[config.mk]
export PLATFORM = sky130hd
export DESIGN_NAME = qte_sqrt_cell
export DESIGN_NICKNAME = d
export VERILOG_FILES = /design/src/rtl/qte_pkg.sv /design/src/rtl/qte_sqrt_cell.sv
export SDC_FILE = /design/constraint.sdc
export NUM_CORES = 1
export LEC_CHECK = 0
export BUFFER_PORTS_ARGS = -buffer_cell sky130_fd_sc_hd__buf_2
export CELL_PAD_IN_SITES_DETAIL_PLACEMENT = 1
export CELL_PAD_IN_SITES_GLOBAL_PLACEMENT = 1
export CORE_AREA = 2 2 230 232
export DETAILED_ROUTE_END_ITERATION = 12
export DIE_AREA = 0 0 232 234
export PLACE_DENSITY_LB_ADDON = 0.05
export SLEW_MARGIN = 0
export SYNTH_ARGS = -nofsm -noshare
export SYNTH_HDL_FRONTEND = slang
export SYNTH_SLANG_ARGS = --single-unit
[constraint.sdc]
create_clock -name clk -period 3.12 [get_ports clk]
set_input_delay 0.468 -clock clk [delete_from_list [all_inputs] [get_ports clk]]
set_output_delay 0.468 -clock clk [all_outputs]
set_load 0.1 [all_outputs]
[src/rtl/qte_pkg.sv]
`timescale 1ns / 1ps
package qte_pkg;

	localparam int CORDIC_STEPS = 16;
	localparam int ANG_LEN = 24;
	localparam int NW = 34;
	localparam int XW = 36;
	localparam int ZW = 34;
	localparam int SQ_STEPS = 31;
	localparam int RAD_W = 62;
	localparam int REM_W = 35;
	localparam int ROOT_W = 31;
	localparam int IDX_W = 5;

	localparam logic signed [ZW-1:0] HALF_PI_Q30 = 34'sd1686629713;
	localparam logic signed [16:0] PI_Q13 = 17'sd25736;
	localparam logic signed [16:0] HALF_PI_Q13 = 17'sd12868;

	localparam logic [29:0] ATAN_TAB [ANG_LEN] = '{
		30'd843314856, 30'd497837829, 30'd263043836, 30'd133525158, 30'd67021686,
		30'd33543515, 30'd16775850, 30'd8388437, 30'd4194282, 30'd2097149,
		30'd1048575, 30'd524287, 30'd262143, 30'd131071, 30'd65535, 30'd32767,
		30'd16383, 30'd8191, 30'd4095, 30'd2047, 30'd1023, 30'd511, 30'd255, 30'd127
	};

	typedef struct packed {
		logic signed [NW-1:0] num_r;
		logic signed [NW-1:0] den_r;
		logic signed [NW-1:0] num_y;
		logic signed [NW-1:0] den_y;
		logic signed [31:0]   s;
	} side_t;

	typedef struct packed {
		logic [RAD_W-1:0]  v;
		logic [REM_W-1:0]  rem;
		logic [ROOT_W-1:0] root;
		side_t             side;
	} sqrt_t;

	typedef struct packed {
		logic signed [XW-1:0] x;
		logic signed [XW-1:0] y;
		logic signed [ZW-1:0] z;
		logic                 zero;
	} cord_t;

endpackage

[src/rtl/qte_sqrt_cell.sv]
`timescale 1ns / 1ps
module qte_sqrt_cell (
	input  logic            clk,
	input  logic            adv,
	input  qte_pkg::sqrt_t  d,
	output qte_pkg::sqrt_t  q
);
	logic [qte_pkg::REM_W-1:0] rem_n;
	logic [qte_pkg::REM_W-1:0] test;
	logic                      ge;

	always_comb begin
		rem_n = {d.rem[qte_pkg::REM_W-3:0], d.v[qte_pkg::RAD_W-1:qte_pkg::RAD_W-2]};
		test  = {2'b00, d.root, 2'b01};
		ge    = rem_n >= test;
	end

	always_ff @(posedge clk) begin
		if (adv) begin
			q.rem  <= ge ? rem_n - test : rem_n;
			q.root <= {d.root[qte_pkg::ROOT_W-2:0], ge};
			q.v    <= {d.v[qte_pkg::RAD_W-3:0], 2'b00};
			q.side <= d.side;
		end
	end
endmodule

Word-level counts from Yosys, hierarchy flattened:

Index checks and enable logic that the tools add are counted.

* register bits: 294
* logic and storage cells: 11

* add/subtract/negate cells: 1
* $lt $le $gt $ge: 1
* mux-type cells: 1

Operators with widths (number)
* >= comparator 35 x 33 -> 1 bit: 1
* two-way mux 35 bit: 1
* subtractor 35 x 33 -> 35 bit: 1

Logic depth before layout (Yosys ltp):

* word-level depth: 2
* mapped depth: 13

Worst setup path before layout:

No wires, ideal clock.

* kind: input to register
* start: input port d[183] (netlist bit)
* end: register q[233] (netlist bit) (data pin)
* library setup time: 0.269 ns
* arrival time: 2.542 ns
* data required time: 2.851 ns
* path slack: 0.309 ns
* cell stages on the path: 10
* buffers on the path: 0
* cells stage by stage: inv_1 -> ha_1 -> a211oi_2 -> nor2_1 -> a2111o_1 -> or3b_4 -> o21ai_4 -> o31ai_2 -> a2111oi_4 -> xor2_1

* word-level cells in the longest chain between the ends: 2
* elaborated cells between the ends (all ways): 3
* those cells by class: add/sub: 1; order compare: 1; mux: 1

RTL lines
* from (decl): line qte_sqrt_cell.sv:5 `input qte_pkg::sqrt_t d,`
* subtractor 35 x 33 -> 35 bit or >= comparator 35 x 33 -> 1 bit (tied branches): line qte_sqrt_cell.sv:20, qte_sqrt_cell.sv:15
* two-way mux 35 bit (*): line qte_sqrt_cell.sv:20 `q.rem <= ge ? rem_n - test : rem_n;`
* to (decl): line qte_sqrt_cell.sv:6 `output qte_pkg::sqrt_t q`

Every way passes the cells marked *; elsewhere a longest branch is shown, timed or not.
A chain may end at the register's enable or synchronous reset.

Final worst setup path:

* start: input port d[179] (netlist bit)
* end: register q[210] (netlist bit) (data pin)

* word-level cells in the longest chain between the ends: 2

RTL lines
* >= comparator 35 x 33 -> 1 bit: line qte_sqrt_cell.sv:15 `ge = rem_n >= test;`
* two-way mux 35 bit: line qte_sqrt_cell.sv:20

Every way passes these cells.

==> impl_metrics.py <==
metrics = {
    "layout": {
        "multi_input_area_um2": 2170,
        "top_register": "q",
        "top_regs": "q x294",
        "area_growth_pct": 46.8,
        "mostFrequentLayoutCell": "buf_2",
        "drive_above_1_share_pct": 51.5,
        "seqCellArea_um2": 8830,
        "mostFrequentLayoutCells": "buf_2 (588), edfxtp_1 (294), a21oi_1 (45), nand2_1 (44), buf_4 (44)",
        "fin_cells": 2051,
        "largest_reg_flops": 294,
        "fillerInstances": 5759,
        "nets": 1664,
    },
    "clock_tree": {
        "clockBufferDepth": 3,
        "cts_sinks": 294,
        "numCtsBuffers": 37,
        "postCtsSetupRepairBufs": 0,
        "tritoncts": "done",
        "htree_levels": 2,
        "cts-root-buf": "clkbuf_16",
        "post_cts_resized": 0,
        "cts_hold_buf": 0,
        "clk_pin_slew_ns": 0.06,
    },
    "worst_setup_path": {
        "worstPathRequired_ns": 3.40,
        "setup.worst_path.start_class": "primary input",
        "path_class": "in2reg",
        "endpoint_kind": "flip-flop",
        "crit_fanout": 18,
        "cp.arrival_ns": 2.88,
    },
    "floorplan": {
        "ios": 594,
        "die_h_um": 234,
        "die_w_um": 232,
        "initial_core_util_pct": 21.6,
        "die-area_um2": 54300,
        "coreArea_um2": 52000,
        "fp-row-count": 84,
    },
    "drt": {
        "wl_met1_um": 16900,
        "met2_length_um": 24100,
        "drc_errors": 0,
        "drt_iter0_drc": 395,
        "vias": 8289,
        "drtPass1Iterations": 4,
        "dr_wl_met3_um": 3850,
        "via_per_inst": 4.04,
        "top_layer_used": "met5",
        "detail_route.wl_per_cell_um": 22.4,
        "totalWireLength_um": 45900,
        "final_antenna_net_count": 0,
    },
    "logic_synthesis": {
        "synthFlopType": "edfxtp_1",
        "ys_seq_area_share_pct": 78.6,
        "synth-seq-cells": 294,
        "yosys.cell_types.count": 58,
        "yosys_warnings": 0,
        "syn_inst": 672,
        "avgSynthCellArea_um2": 16.7,
        "synth_edf_count": 294,
        "async_flop_share_pct": 0,
        "synthesis.area_um2": 11200,
    },
    "global_route": {
        "grt_pass1_vias": 8374,
        "antenna_found_initial": 19,
        "grt_max_degree": 68,
        "grt_first_pass_wirelength_um": 62200,
        "grt_overflow": 0,
        "gr-usage-all-layers_pct": 16.1,
    },
    "timing": {
        "fin_ws_ns": 0.525,
        "fin_crit_sh_pct": 83.2,
        "fmax_ghz": 0.385,
        "setup_tns_ns": 0,
        "rsz0062_at_grt": "false",
        "hold_viol_final": 0,
        "period_minus_slack_ns": 2.59,
        "drv_slew": 0,
        "worst_pin_slew_ns": 0.604,
        "setup_viol": 0,
        "relSlewSlack_pct": 60.0,
    },
    "power_and_ir_drop": {
        "power.density_nw_per_um2": 765,
        "peakVddDrop_v": 0.000303,
        "p_leak_nw": 7.07,
        "p_total_mw": 12.6,
    },
    "placed_design": {
        "hpwlAfterDp_um": 37100,
        "gp_congestion": 0.833,
        "dp_slack_ns": -0.107,
        "dp.cells": 1982,
        "place.port_buffers": 589,
    },
    "run": {
        "drv_cap": 0,
    },
    "hold_path": {
        "hp-class": "in2reg",
    },
    "outcome": {
        "status": "complete, no violations",
    },
}
[Yosys cell counts (2+ instances only)]
library cell / count / area (µm²)
o21a_1: 4 / 30.0
nand4_1: 6 / 37.5
a21o_1: 9 / 67.6
nand2b_1: 5 / 31.3
o221ai_1: 2 / 17.5
nor2b_1: 4 / 25.0
and3_1: 4 / 25.0
a21oi_1: 45 / 225
inv_1: 37 / 139
a211o_1: 2 / 17.5
xnor2_1: 17 / 149
and2_1: 3 / 18.8
o21bai_1: 3 / 22.5
o311ai_1: 2 / 17.5
nand2_1: 44 / 165
o31ai_2: 2 / 25.0
buf_6: 2 / 22.5
ha_1: 33 / 413
a211oi_1: 2 / 15.0
o21ai_1: 15 / 75.1
xor2_1: 13 / 114
a31oi_1: 2 / 12.5
or2_2: 2 / 12.5
nand3_1: 10 / 50.1
nor2_1: 31 / 116
edfxtp_1: 294 / 8830
o31ai_1: 4 / 30.0
nor3_1: 13 / 65.1
buf_4: 4 / 30.0
clkbuf_1: 10 / 37.5
inv_2: 2 / 7.51
o211ai_1: 6 / 45.0
o21ai_0: 15 / 75.1
[kinds of logic after synthesis]
group | share of synthesized area (%)
adder cells (fa/ha/maj) | 3.68
flip-flops | 78.6
other | 0.0334
XOR/XNOR | 2.34
AND/OR/NAND/NOR | 5.47
multiplexers | 0.100
AO/OA/AOI/OAI | 7.63
buffers and inverters | 2.15
[area by class of cell]
type                    count  area share, %
flip-flops and latches    294           53.5
inverters                  39          0.888
multi-input cells         323           13.1
clock buffers              50           6.04
repair buffers            638           20.6
clock inverters            14          0.539
diodes                      5         0.0759
well taps                 688           5.22
[through the flow]
step / area, µm² / util (%) / hold slack [ns]
after floorplan: 11200 / - / 0.567
after global placement: 15400 / 29.6 / 0.645
after detailed placement: 15400 / 29.6 / 0.646
after CTS: 16500 / 31.7 / 0.0502
after global routing: 16500 / 31.7 / 0.0565
final: 16500 / 31.7 / 0.0954
[power breakdown]
group	leakage, nW	internal (mW)	switching, mW
clock network	0.524	2.24	1.67
registers	2.88	4.76	0.0760
logic	3.67	0.632	3.23
[path summary, 6_finish.rpt]
check                 endpoint  startpoint  slack (ns)  cells after the start
worst max-delay path    q[210]      d[179]        0.53                     12
worst min-delay path      q[0]        d[0]         0.1                      1
[metal layers]
layer  global-route usage, %  up-vias
li1                        -     3881
met5                       0        -
met3                    6.19       70
met4                    3.91       20
met2                    29.1      304
met1                    17.6     4014
[critical path, cell delays in order]
cell and delay, ns:
buf_2 0.09, inv_1 0.04, ha_1 0.35, and3_1 0.20, o311ai_1 0.50, nand3_1 0.15
o211a_2 0.34, a21boi_4 0.21, inv_2 0.13, buf_4 0.23, nor2_1 0.12, a21oi_1 0.05
Note: power is estimated with default switching activity, not from simulation.
